==> src/sv/rpyc_pkg.sv <==
// Package for the RGB pair to 4:2:2 converter: coefficients, offsets and shared types.
// It depends on nothing. The front, queue, back and top-level files use it.
`timescale 1ns / 1ps
`default_nettype none

package rpyc_pkg;

   localparam int TERM_WIDTH     = 24;
   localparam int FRACTION_WIDTH = 16;
   localparam int BYTE_WIDTH     = 8;

   localparam logic [TERM_WIDTH-1:0] LUMA_RED   = 24'd16829;
   localparam logic [TERM_WIDTH-1:0] LUMA_GREEN = 24'd33039;
   localparam logic [TERM_WIDTH-1:0] LUMA_BLUE  = 24'd6416;

   localparam logic [TERM_WIDTH-1:0] CB_HALF_BLUE  = 24'd14383;
   localparam logic [TERM_WIDTH-1:0] CB_HALF_RED   = 24'd4853;
   localparam logic [TERM_WIDTH-1:0] CB_HALF_GREEN = 24'd9530;
   localparam logic [TERM_WIDTH-1:0] CR_HALF_RED   = 24'd14386;
   localparam logic [TERM_WIDTH-1:0] CR_HALF_GREEN = 24'd12046;
   localparam logic [TERM_WIDTH-1:0] CR_HALF_BLUE  = 24'd2340;

   localparam logic [TERM_WIDTH-1:0] CB_QUARTER_BLUE  = 24'd7191;
   localparam logic [TERM_WIDTH-1:0] CB_QUARTER_RED   = 24'd2426;
   localparam logic [TERM_WIDTH-1:0] CB_QUARTER_GREEN = 24'd4765;
   localparam logic [TERM_WIDTH-1:0] CR_QUARTER_RED   = 24'd7193;
   localparam logic [TERM_WIDTH-1:0] CR_QUARTER_GREEN = 24'd6023;
   localparam logic [TERM_WIDTH-1:0] CR_QUARTER_BLUE  = 24'd1170;

   localparam logic [BYTE_WIDTH-1:0] CHROMA_OFFSET = 8'd128;
   localparam logic [BYTE_WIDTH-1:0] LUMA_OFFSET   = 8'd16;

   typedef struct packed {
      logic [TERM_WIDTH-1:0] luma_first_part;
      logic [TERM_WIDTH-1:0] luma_second_part;
      logic [TERM_WIDTH-1:0] cb_half;
      logic [TERM_WIDTH-1:0] cb_quarter;
      logic [TERM_WIDTH-1:0] cr_half;
      logic [TERM_WIDTH-1:0] cr_quarter;
   } term_type;

   typedef struct packed {
      logic full;
      logic head_valid;
   } queue_status_type;

endpackage

`default_nettype wire

==> src/sv/rpyc_channels.sv <==
// Channel interfaces for the RGB pair to 4:2:2 converter: pixel pair in, 4:2:2 group out.
// The interfaces are self-contained and use no package.
`timescale 1ns / 1ps
`default_nettype none

interface rpyc_req_if;
   logic       valid;
   logic       ready;
   logic [7:0] first_red;
   logic [7:0] first_green;
   logic [7:0] first_blue;
   logic [7:0] second_red;
   logic [7:0] second_green;
   logic [7:0] second_blue;

   modport source (
      output valid, first_red, first_green, first_blue,
      output second_red, second_green, second_blue,
      input  ready
   );
   modport sink (
      input  valid, first_red, first_green, first_blue,
      input  second_red, second_green, second_blue,
      output ready
   );
endinterface

interface rpyc_rsp_if;
   logic       valid;
   logic       ready;
   logic [7:0] cb_out;
   logic [7:0] luma_first;
   logic [7:0] cr_out;
   logic [7:0] luma_second;

   modport source (
      output valid, cb_out, luma_first, cr_out, luma_second,
      input  ready
   );
   modport sink (
      input  valid, cb_out, luma_first, cr_out, luma_second,
      output ready
   );
endinterface

`default_nettype wire

==> src/sv/rpyc_front.sv <==
// Front stage: accepts pixel pairs and forms the constant-coefficient luma and chroma terms.
// It depends on rpyc_pkg and rpyc_req_if.
`timescale 1ns / 1ps
`default_nettype none

module rpyc_front (
   rpyc_req_if.sink                  req_chan,
   input  rpyc_pkg::queue_status_type status,
   output logic                      push,
   output rpyc_pkg::term_type        term
);
   import rpyc_pkg::*;

   logic [TERM_WIDTH-1:0] r0;
   logic [TERM_WIDTH-1:0] g0;
   logic [TERM_WIDTH-1:0] b0;
   logic [TERM_WIDTH-1:0] r1;
   logic [TERM_WIDTH-1:0] g1;
   logic [TERM_WIDTH-1:0] b1;

   assign r0 = TERM_WIDTH'(req_chan.first_red);
   assign g0 = TERM_WIDTH'(req_chan.first_green);
   assign b0 = TERM_WIDTH'(req_chan.first_blue);
   assign r1 = TERM_WIDTH'(req_chan.second_red);
   assign g1 = TERM_WIDTH'(req_chan.second_green);
   assign b1 = TERM_WIDTH'(req_chan.second_blue);

   assign req_chan.ready = !status.full;
   assign push           = req_chan.valid && !status.full;

   // Chroma terms are kept modulo 2^24 since no higher bit reaches an output.
   always_comb begin
      term.luma_first_part  = LUMA_RED * r0 + LUMA_GREEN * g0 + LUMA_BLUE * b0;
      term.luma_second_part = LUMA_RED * r1 + LUMA_GREEN * g1 + LUMA_BLUE * b1;
      term.cb_half          = CB_HALF_BLUE * b0 - CB_HALF_RED * r0 - CB_HALF_GREEN * g0;
      term.cr_half          = CR_HALF_RED * r0 - CR_HALF_GREEN * g0 - CR_HALF_BLUE * b0;
      term.cb_quarter       = CB_QUARTER_BLUE * b1 - CB_QUARTER_RED * r1
                              - CB_QUARTER_GREEN * g1;
      term.cr_quarter       = CR_QUARTER_RED * r1 - CR_QUARTER_GREEN * g1
                              - CR_QUARTER_BLUE * b1;
   end

endmodule

`default_nettype wire

==> src/sv/rpyc_queue.sv <==
// Short queue of computed terms between the front and back stages.
// It depends on rpyc_pkg.
`timescale 1ns / 1ps
`default_nettype none

module rpyc_queue #(
   parameter int DEPTH = 2
) (
   input  logic                       clock,
   input  logic                       reset,
   input  logic                       push,
   input  rpyc_pkg::term_type         term_in,
   input  logic                       pop,
   output rpyc_pkg::queue_status_type status,
   output rpyc_pkg::term_type         head
);
   import rpyc_pkg::*;

   localparam int IDX_W = (DEPTH > 1) ? $clog2(DEPTH) : 1;
   localparam int CNT_W = $clog2(DEPTH + 1);

   term_type           entry_ff [DEPTH];
   logic [IDX_W-1:0]   wr_ptr_ff;
   logic [IDX_W-1:0]   wr_ptr_in;
   logic [IDX_W-1:0]   rd_ptr_ff;
   logic [IDX_W-1:0]   rd_ptr_in;
   logic [CNT_W-1:0]   count_ff;
   logic [CNT_W-1:0]   count_in;

   always_comb begin
      wr_ptr_in = wr_ptr_ff;
      rd_ptr_in = rd_ptr_ff;
      count_in  = count_ff;
      if (push) begin
         wr_ptr_in = (wr_ptr_ff == IDX_W'(DEPTH - 1)) ? '0 : wr_ptr_ff + 1'b1;
      end
      if (pop) begin
         rd_ptr_in = (rd_ptr_ff == IDX_W'(DEPTH - 1)) ? '0 : rd_ptr_ff + 1'b1;
      end
      if (push && !pop) begin
         count_in = count_ff + 1'b1;
      end else if (pop && !push) begin
         count_in = count_ff - 1'b1;
      end
   end

   always_ff @(posedge clock) begin
      if (reset) begin
         wr_ptr_ff <= '0;
         rd_ptr_ff <= '0;
         count_ff  <= '0;
      end else begin
         wr_ptr_ff <= wr_ptr_in;
         rd_ptr_ff <= rd_ptr_in;
         count_ff  <= count_in;
      end
   end

   always_ff @(posedge clock) begin
      if (push) begin
         entry_ff[wr_ptr_ff] <= term_in;
      end
   end

   assign status.full       = (count_ff == CNT_W'(DEPTH));
   assign status.head_valid = (count_ff != '0);
   assign head              = entry_ff[rd_ptr_ff];

endmodule

`default_nettype wire

==> src/sv/rpyc_back.sv <==
// Back stage: adds the carried fractions and the previous chroma term, holds the result register.
// It depends on rpyc_pkg and rpyc_rsp_if.
`timescale 1ns / 1ps
`default_nettype none

module rpyc_back (
   input  logic                       clock,
   input  logic                       reset,
   input  rpyc_pkg::queue_status_type status,
   input  rpyc_pkg::term_type         head,
   output logic                       pop,
   rpyc_rsp_if.source                 rsp_chan
);
   import rpyc_pkg::*;

   logic [FRACTION_WIDTH-1:0] luma_frac_ff;
   logic [FRACTION_WIDTH-1:0] luma_frac_in;
   logic [FRACTION_WIDTH-1:0] cb_frac_ff;
   logic [FRACTION_WIDTH-1:0] cb_frac_in;
   logic [FRACTION_WIDTH-1:0] cr_frac_ff;
   logic [FRACTION_WIDTH-1:0] cr_frac_in;
   logic [TERM_WIDTH-1:0]     cb_prev_ff;
   logic [TERM_WIDTH-1:0]     cb_prev_in;
   logic [TERM_WIDTH-1:0]     cr_prev_ff;
   logic [TERM_WIDTH-1:0]     cr_prev_in;
   logic                      rsp_valid_ff;
   logic                      rsp_valid_in;
   logic [BYTE_WIDTH-1:0]     cb_out_ff;
   logic [BYTE_WIDTH-1:0]     luma_first_ff;
   logic [BYTE_WIDTH-1:0]     cr_out_ff;
   logic [BYTE_WIDTH-1:0]     luma_second_ff;

   logic [TERM_WIDTH-1:0]     y0;
   logic [TERM_WIDTH-1:0]     y1;
   logic [TERM_WIDTH-1:0]     cb_sum;
   logic [TERM_WIDTH-1:0]     cr_sum;

   assign pop = status.head_valid && (!rsp_valid_ff || rsp_chan.ready);

   always_comb begin
      y0     = head.luma_first_part + TERM_WIDTH'(luma_frac_ff);
      y1     = head.luma_second_part + TERM_WIDTH'(y0[FRACTION_WIDTH-1:0]);
      cb_sum = cb_prev_ff + head.cb_half + head.cb_quarter + TERM_WIDTH'(cb_frac_ff);
      cr_sum = cr_prev_ff + head.cr_half + head.cr_quarter + TERM_WIDTH'(cr_frac_ff);

      luma_frac_in = luma_frac_ff;
      cb_frac_in   = cb_frac_ff;
      cr_frac_in   = cr_frac_ff;
      cb_prev_in   = cb_prev_ff;
      cr_prev_in   = cr_prev_ff;
      rsp_valid_in = rsp_valid_ff && !rsp_chan.ready;
      if (pop) begin
         luma_frac_in = y1[FRACTION_WIDTH-1:0];
         cb_frac_in   = cb_sum[FRACTION_WIDTH-1:0];
         cr_frac_in   = cr_sum[FRACTION_WIDTH-1:0];
         cb_prev_in   = head.cb_quarter;
         cr_prev_in   = head.cr_quarter;
         rsp_valid_in = 1'b1;
      end
   end

   always_ff @(posedge clock) begin
      if (reset) begin
         luma_frac_ff <= '0;
         cb_frac_ff   <= '0;
         cr_frac_ff   <= '0;
         cb_prev_ff   <= '0;
         cr_prev_ff   <= '0;
         rsp_valid_ff <= 1'b0;
      end else begin
         luma_frac_ff <= luma_frac_in;
         cb_frac_ff   <= cb_frac_in;
         cr_frac_ff   <= cr_frac_in;
         cb_prev_ff   <= cb_prev_in;
         cr_prev_ff   <= cr_prev_in;
         rsp_valid_ff <= rsp_valid_in;
      end
   end

   always_ff @(posedge clock) begin
      if (pop) begin
         cb_out_ff      <= cb_sum[TERM_WIDTH-1:FRACTION_WIDTH] + CHROMA_OFFSET;
         luma_first_ff  <= y0[TERM_WIDTH-1:FRACTION_WIDTH] + LUMA_OFFSET;
         cr_out_ff      <= cr_sum[TERM_WIDTH-1:FRACTION_WIDTH] + CHROMA_OFFSET;
         luma_second_ff <= y1[TERM_WIDTH-1:FRACTION_WIDTH] + LUMA_OFFSET;
      end
   end

   assign rsp_chan.valid       = rsp_valid_ff;
   assign rsp_chan.cb_out      = cb_out_ff;
   assign rsp_chan.luma_first  = luma_first_ff;
   assign rsp_chan.cr_out      = cr_out_ff;
   assign rsp_chan.luma_second = luma_second_ff;

endmodule

`default_nettype wire

==> src/sv/rgb_pair_to_ycbcr422_unit.sv <==
// An accepted transaction is registered first in the queue and then in the result register.
// Throughput: one pixel pair per clock, as long as the result side keeps taking transactions.
// The back stage's carry adds for the luma and chroma fractions set that rate.
// The queue holds QUEUE_DEPTH transactions and the result register holds one more.
// Synchronous reset clears the carried fractions, the chroma terms, the queue and the result valid.
`timescale 1ns / 1ps
`default_nettype none

module rgb_pair_to_ycbcr422_unit #(
   parameter int QUEUE_DEPTH = 2
) (
   input  logic       clock,
   input  logic       reset,
   rpyc_req_if.sink   req_chan,
   rpyc_rsp_if.source rsp_chan
);
   import rpyc_pkg::*;

   queue_status_type status;
   term_type         front_term;
   term_type         head_term;
   logic             push;
   logic             pop;

   rpyc_front u_front (
      .req_chan (req_chan),
      .status   (status),
      .push     (push),
      .term     (front_term)
   );

   rpyc_queue #(
      .DEPTH (QUEUE_DEPTH)
   ) u_queue (
      .clock   (clock),
      .reset   (reset),
      .push    (push),
      .term_in (front_term),
      .pop     (pop),
      .status  (status),
      .head    (head_term)
   );

   rpyc_back u_back (
      .clock    (clock),
      .reset    (reset),
      .status   (status),
      .head     (head_term),
      .pop      (pop),
      .rsp_chan (rsp_chan)
   );

endmodule

`default_nettype wire

==> src/flat_wrapper.sv <==
// flat-port wrapper written by rule: the top's interface ports become plain ports
module rgb_pair_to_ycbcr422_unit_flat import rpyc_pkg::*;
#(
   parameter int QUEUE_DEPTH = 2
)
  (clock, reset, req_chan_valid, req_chan_first_red, req_chan_first_green, req_chan_first_blue, req_chan_second_red, req_chan_second_green, req_chan_second_blue, req_chan_ready, rsp_chan_valid, rsp_chan_cb_out, rsp_chan_luma_first, rsp_chan_cr_out, rsp_chan_luma_second, rsp_chan_ready);
  rpyc_req_if req_chan_i ();
  rpyc_rsp_if rsp_chan_i ();
  input  logic clock;
  input  logic reset;
  input wire logic [$bits(req_chan_i.valid)-1:0] req_chan_valid;
  input wire logic [$bits(req_chan_i.first_red)-1:0] req_chan_first_red;
  input wire logic [$bits(req_chan_i.first_green)-1:0] req_chan_first_green;
  input wire logic [$bits(req_chan_i.first_blue)-1:0] req_chan_first_blue;
  input wire logic [$bits(req_chan_i.second_red)-1:0] req_chan_second_red;
  input wire logic [$bits(req_chan_i.second_green)-1:0] req_chan_second_green;
  input wire logic [$bits(req_chan_i.second_blue)-1:0] req_chan_second_blue;
  output wire logic [$bits(req_chan_i.ready)-1:0] req_chan_ready;
  output wire logic [$bits(rsp_chan_i.valid)-1:0] rsp_chan_valid;
  output wire logic [$bits(rsp_chan_i.cb_out)-1:0] rsp_chan_cb_out;
  output wire logic [$bits(rsp_chan_i.luma_first)-1:0] rsp_chan_luma_first;
  output wire logic [$bits(rsp_chan_i.cr_out)-1:0] rsp_chan_cr_out;
  output wire logic [$bits(rsp_chan_i.luma_second)-1:0] rsp_chan_luma_second;
  input wire logic [$bits(rsp_chan_i.ready)-1:0] rsp_chan_ready;
  assign req_chan_i.valid = req_chan_valid;
  assign req_chan_i.first_red = req_chan_first_red;
  assign req_chan_i.first_green = req_chan_first_green;
  assign req_chan_i.first_blue = req_chan_first_blue;
  assign req_chan_i.second_red = req_chan_second_red;
  assign req_chan_i.second_green = req_chan_second_green;
  assign req_chan_i.second_blue = req_chan_second_blue;
  assign req_chan_ready = req_chan_i.ready;
  assign rsp_chan_valid = rsp_chan_i.valid;
  assign rsp_chan_cb_out = rsp_chan_i.cb_out;
  assign rsp_chan_luma_first = rsp_chan_i.luma_first;
  assign rsp_chan_cr_out = rsp_chan_i.cr_out;
  assign rsp_chan_luma_second = rsp_chan_i.luma_second;
  assign rsp_chan_i.ready = rsp_chan_ready;
  rgb_pair_to_ycbcr422_unit #(.QUEUE_DEPTH(QUEUE_DEPTH)) u_core (.clock(clock), .reset(reset), .req_chan(req_chan_i), .rsp_chan(rsp_chan_i));
endmodule
==> config.mk <==
export PLATFORM = sky130hd
export DESIGN_NAME = rgb_pair_to_ycbcr422_unit_flat
export DESIGN_NICKNAME = d
export VERILOG_FILES = /design/src/sv/rpyc_pkg.sv /design/src/sv/rpyc_channels.sv /design/src/sv/rpyc_front.sv /design/src/sv/rpyc_queue.sv /design/src/sv/rpyc_back.sv /design/src/sv/rgb_pair_to_ycbcr422_unit.sv /design/src/flat_wrapper.sv
export SDC_FILE = /design/constraint.sdc
export NUM_CORES = 2
export LEC_CHECK = 0
export ABC_AREA = 1
export BUFFER_PORTS_ARGS = -buffer_cell sky130_fd_sc_hd__buf_2
export CAP_MARGIN = 5
export CORE_UTILIZATION = 60
export DETAILED_ROUTE_END_ITERATION = 8
export PLACE_DENSITY = 0.83
export SKIP_LAST_GASP = 1
export SLEW_MARGIN = 20
export SYNTH_ARGS = -nofsm -noshare
export SYNTH_HDL_FRONTEND = slang
export SYNTH_HIERARCHICAL = 1
export SYNTH_SLANG_ARGS = --single-unit
==> constraint.sdc <==
create_clock -name clock -period 9.4 [get_ports clock]
set_input_delay 0.47 -clock clock [delete_from_list [all_inputs] [get_ports clock]]
set_output_delay 0.47 -clock clock [all_outputs]
set_load 0.02 [all_outputs]
======== Yosys cells after proc, flatten, opt, wreduce, memory -nomap -nowiden ========
Memory sizes are Yosys's and may differ from the RTL's. A register that Yosys moved wholly into a read port is not among the register bits.
Index checks and enable logic that the tools add are counted.
storage, ports and cells
  flip-flop bits (word level) ............. 133
  memory bits (writable) .................. 288
  input port bits ......................... 52
  output and inout port bits .............. 34
  memories ................................ 1
memory list
  memory                   depth  bits a word  rd ports  clocked after memory_dff  write ports  RTL line          text
  u_core.u_queue.entry_ff  2      144          1         1                         1            rpyc_queue.sv:22  term_type entry_ff [DEPTH];
cells by class
  $add $sub $neg .......................... 28
  multipliers ............................. 18
  equal/unequal tests ..................... 1
  mux-type cells .......................... 9
  reductions and logical operators ........ 13
operators by type and width
  kind                                                                  number
  13-bit by 8-bit multiplier with 21-bit output (first input constant)  8
  24-bit by 16-bit adder with 24-bit output                             4
  24-bit adder                                                          4
  23-bit by 24-bit adder with 24-bit output                             2
  24-bit by 21-bit adder with 24-bit output                             2
  16-bit by 8-bit multiplier with 24-bit output (first input constant)  2
  15-bit by 8-bit multiplier with 23-bit output (first input constant)  2
  22-bit by 22-bit subtractor with 23-bit output                        2
  10-bit by 8-bit multiplier with 18-bit output (first input constant)  2
  9-bit by 8-bit multiplier with 17-bit output (first input constant)   2
  23-bit by 21-bit subtractor with 24-bit output                        1
  23-bit by 23-bit subtractor with 24-bit output                        1
  22-bit by 20-bit subtractor with 23-bit output                        1
  22-bit by 21-bit subtractor with 23-bit output                        1
  14-bit by 8-bit multiplier with 22-bit output (first input constant)  1
  21-bit by 20-bit subtractor with 22-bit output                        1
  21-bit by 21-bit subtractor with 22-bit output                        1
  11-bit by 8-bit multiplier with 19-bit output (first input constant)  1
  8-bit by 5-bit adder with 8-bit output (second input constant)        2
  8-bit adder (second input constant)                                   2
  1-bit two-way mux                                                     7
  1-bit logical AND                                                     5
  1-bit logical NOT                                                     5
  2-bit two-way mux                                                     2
  6 further kinds                                                       8

======== Logic depth before layout (Yosys ltp) ========
  word-level depth ........................ 7
  depth in mapped cells ................... 41
  depth with buffers taken out ............ 41

======== By module ========
Netlist, hierarchy kept.
by module, submodules not included
  module      times used  cells each  area an instance (µm²)
  rpyc_front  1           4530        35557.9
  rpyc_back   1           1472        11113.2
  rpyc_queue  1           481         10851.7

======== Worst setup path after synthesis ========
No wires, ideal clock.
  path kind ............................... input to register
  start point ............................. in req_chan_second_red[5]
  end point ............................... mem u_core/u_queue/entry_ff[0][71] (netlist bit) (data pin)
  arrival ................................. 7296 ps
  required time ........................... 9148 ps
  setup slack ............................. 1852 ps
  stages on the path ...................... 33
  path buffers ............................ 1
  cell sequence ........................... fa_1 inv_1 fa_1 fa_1 fa_1 inv_1 ha_1 a21oi_1 o21ai_0 nand2_1 nand4_1 xor2_1 fa_1 inv_1 fa_1 inv_1 fa_1 ha_1 ha_1 nand2_1 inv_1 a221oi_1 nand2_1 xor2_1 ha_1 nand2_1 nor3_1 nand4_1 nand3_1 nand2_1 inv_1 o21ai_0 buf_4
RTL lines
  item         RTL line            text
  from (decl)  flat_wrapper.sv:15  input wire logic [$bits(req_chan_i.second_red)-1:0] req_chan_second_red;
  to (decl)    rpyc_queue.sv:22

==> results.ini <==
[synthesis]
postSynthRegisterBits = 422
largest_cells_by_area_after_synthesis = sky130_fd_sc_hd__ha_1 (22%), sky130_fd_sc_hd__fa_1 (19%), sky130_fd_sc_hd__edfxtp_1 (17%)
synthTopCellsByCount = sky130_fd_sc_hd__inv_1 (1,283), sky130_fd_sc_hd__ha_1 (990), sky130_fd_sc_hd__nand2_1 (942), sky130_fd_sc_hd__fa_1 (548), sky130_fd_sc_hd__nor2_1 (499)
async_flop_share = 0
synth-edff-count = 320
synth.avg_cell_area_sq_um = 8.873
most_frequent_cell_after_synthesis = sky130_fd_sc_hd__inv_1
synth_top_cell_by_area = sky130_fd_sc_hd__ha_1
synth_top_flop_cell = sky130_fd_sc_hd__edfxtp_1
synth_fp_nets = 8073
ys_types = 55
synth_top_area_frac = 0.2153
synth_sequential_area_ratio = 0.2025
total_number_of_yosys_warnings = 6
synth_area_sq_mm = 0.05752
postSynthCellCount = 6483

[clock_network]
tritoncts = built
clock_tree.root_cell = sky130_fd_sc_hd__clkbuf_16
cts_repair_resize_count = 0
numClockSinks = 422
cts-htree-levels = 2
cts-buffers-inserted = 42
max-clock-path-buffers = 3
post_cts_buffers = 0
postCtsHoldBufs = 0
insertion_delay_ps = 610
clkTransAtPathRegs_ps = 60

[cells_and_area]
fillerInstances = 7883
syn2layout_area_growth_pct = 5.675
share_of_final_layout_standard_cells_stronger_than_drive_strength_1 = 0.05922
design.final.nets = 8160

[floorplanning]
floorplan.io_pins = 86
chipHeight_um = 311.6
starting_density_of_the_core = 0.6054
fp.dieArea_sq_mm = 0.09711
die_w_um = 311.6
floorplan.rows = 113
fp.coreArea_sq_mm = 0.09501

[setup_path]
startpoint_class_of_the_critical_path = primary input
timing.critical_path.arrival_ps = 8170
critPathRequiredTime_ps = 9720
worstReg2RegEnd = u_core/u_back/rsp_chan.cb_out[3]$_DFFE_PP_
cp_endpoint = u_core/u_queue/entry_ff[1][70]$_DFFE_PP_
cp_max_fo = 12
critPathMaxStageDelay_ps = 500
cp_common_cell = sky130_fd_sc_hd__inv_1
cell_count_of_the_worst_reg_to_reg_path = 13
critical_path.startpoint = req_chan_second_red[5]
critical-path-slowest-cell = sky130_fd_sc_hd__fa_1
crit_type = primary input to register
worst-r2r-setup-slack_ps = 4020
cp-end-kind = register

[timing]
totalNegativeSetupSlack_ps = 0
finClkSkew_ps = 39.32
setup_repair_after_global_routing_missed_its_margin = false
layout_min_cycle_time_ps = 7852
finalSetupViolations = 0
fmaxAchievable_ghz = 0.1274
layout_worst_path_cycle_share = 0.8353
timing.slew.headroom = 0.2991
max_slew.worst_pin.slew_ps = 1051
final_number_of_max_transition_violations = 0
finalHoldViolCount = 0

[route]
drt-initial-drc-count = 4202
first_drt_pass_iteration_count = 8
drt_wirelength_mm = 158.3
ratio_of_routed_vias_to_standard_cells = 5.711
ant_nets_after_route = 0
detail_route.drc_violations = 1
route.detailed.wl_per_inst_um = 20.12
routed-via-count = 44940

[global_routing]
grt_antenna_before_repair = 3
grt_start_max_net_pins = 145
grt_pass1_wl_mm = 247.0
grt.total_usage = 0.3272
grt-ovfl-total = 0
grt_pass1_vias = 44800

[hold_path]
worst_hold_path_type = primary input to register
holdPathStages = 4

[placed_design]
io_buffers = 85
place_congestion = 1.030
detailed_place_hpwl_mm = 132.1

[job]
maxCapViolCount = 0

[outcome]
violations = design-rule violations
outcome = complete, but fails checks

[per-stage QoR]
stage / instances / util / instance area, sq um / hold slack [ps] / setup WS [ps]
2_1_floorplan: 6483 / - / 57520 / 459.2 / 1852
3_3_place_gp: 7791 / 0.6248 / 59360 / 469.6 / 1079
3_5_place_dp: 7791 / 0.6248 / 59360 / 477.8 / 977.5
4_1_cts: 7868 / 0.6398 / 60780 / 151.8 / 1572
5_1_grt: 7868 / 0.6398 / 60780 / 177.2 / 1000
6_report: 7869 / 0.6398 / 60790 / 180.9 / 1548
[cell usage in the layout, fill, tap and decap left out, types with 9 or more instances in the layout]
| cell | instances |
|---|---|
| sky130_fd_sc_hd__a21o_1 | 36 |
| sky130_fd_sc_hd__a21oi_1 | 389 |
| sky130_fd_sc_hd__a31oi_1 | 19 |
| sky130_fd_sc_hd__buf_2 | 85 |
| sky130_fd_sc_hd__buf_4 | 10 |
| sky130_fd_sc_hd__clkbuf_1 | 11 |
| sky130_fd_sc_hd__clkbuf_16 | 42 |
| sky130_fd_sc_hd__dfxtp_1 | 101 |
| sky130_fd_sc_hd__edfxtp_1 | 320 |
| sky130_fd_sc_hd__fa_1 | 548 |
| sky130_fd_sc_hd__ha_1 | 990 |
| sky130_fd_sc_hd__inv_1 | 1282 |
| sky130_fd_sc_hd__mux2_2 | 84 |
| sky130_fd_sc_hd__mux2_4 | 60 |
| sky130_fd_sc_hd__nand2_1 | 941 |
| sky130_fd_sc_hd__nand2_2 | 22 |
| sky130_fd_sc_hd__nand3_1 | 214 |
| sky130_fd_sc_hd__nand3_2 | 9 |
| sky130_fd_sc_hd__nand3b_1 | 13 |
| sky130_fd_sc_hd__nand4_1 | 64 |
| sky130_fd_sc_hd__nor2_1 | 498 |
| sky130_fd_sc_hd__nor3_1 | 51 |
| sky130_fd_sc_hd__nor4_1 | 9 |
| sky130_fd_sc_hd__o211ai_1 | 15 |
| sky130_fd_sc_hd__o21a_1 | 15 |
| sky130_fd_sc_hd__o21ai_0 | 226 |
| sky130_fd_sc_hd__o21ai_1 | 24 |
| sky130_fd_sc_hd__o21ai_2 | 21 |
| sky130_fd_sc_hd__o21bai_1 | 28 |
| sky130_fd_sc_hd__o31ai_1 | 9 |
| sky130_fd_sc_hd__xnor2_1 | 116 |
| sky130_fd_sc_hd__xor2_1 | 241 |
[metal layers]
metal | up-vias | global-route usage | wire [um]
met5 | - | 0 | 27
met4 | 4 | 0.09804 | 5059
met3 | 262 | 0.07227 | 14700
met2 | 1804 | 0.5028 | 68930
met1 | 21640 | 0.4617 | 69590
li1 | 21230 | - | -
[registers in the layout (all words and copies together), names as in the netlist, 16 cells and up, named ones only]
name                        cells
u_core/u_queue/entry_ff       288
u_core/u_back/luma_frac_ff     16
u_core/u_back/cr_prev_ff       24
u_core/u_back/cb_prev_ff       24
u_core/u_back/cr_frac_ff       16
u_core/u_back/cb_frac_ff       16
[worst min-delay path by stage]
stage,slack [ps],startpoint,to
final,180,rsp_chan_ready,u_core/u_back/rsp_chan.valid$_SDFF_PP0_
after global routing,180,rsp_chan_ready,u_core/u_back/rsp_chan.valid$_SDFF_PP0_
after CTS,150,rsp_chan_ready,u_core/u_back/rsp_chan.valid$_SDFF_PP0_
after detailed placement,480,u_core/u_back/luma_frac_ff[0]$_SDFFE_PP0P_,u_core/u_back/luma_frac_ff[0]$_SDFFE_PP0P_
after global placement,470,u_core/u_back/luma_frac_ff[0]$_SDFFE_PP0P_,u_core/u_back/luma_frac_ff[0]$_SDFFE_PP0P_
after floorplan,460,u_core/u_back/cb_prev_ff[0]$_SDFFE_PP0P_,u_core/u_back/cb_prev_ff[0]$_SDFFE_PP0P_
[critical path: cells and delay by family]
family | cells | cell delay [ps]
adder cells (fa/ha/maj) | 10 | 3910
XOR/XNOR | 2 | 420
AO/OA/AOI/OAI | 9 | 1820
buffers and inverters | 9 | 960
AND/OR/NAND/NOR | 6 | 560
[cell type report]
class	count	area (sq um)	area share
flip-flops and latches	422	11650	0.1917
multi-input cells	4721	40750	0.6704
inverters	1286	4835	0.07953
clock buffers	58	1161	0.01910
well taps	1265	1583	0.02604
diodes	1	2.502	0.00004117
clock inverters	19	259.0	0.004261
repair buffers	97	540.5	0.008892
[cells by family (layout without fill, tap and decap cells)]
| kind of cell | count (synthesis) | in the layout | synth area share |
|---|---|---|---|
| AOI/OAI and AO/OA | 825 | 825 | 0.08085 |
| adders and majority gates | 1538 | 1538 | 0.4061 |
| and+or+nand+nor | 1856 | 1856 | 0.1348 |
| DFF | 422 | 422 | 0.2025 |
| xor gates and xnor gates | 357 | 357 | 0.05436 |
| buffers and inverters | 1340 | 1460 | 0.08918 |
| other | 1 | 2 | 0.00006519 |
| muxes | 144 | 144 | 0.03211 |
Power is not shown: default switching activity piles up to over one toggle a cycle in this logic, so the estimate is an artifact.
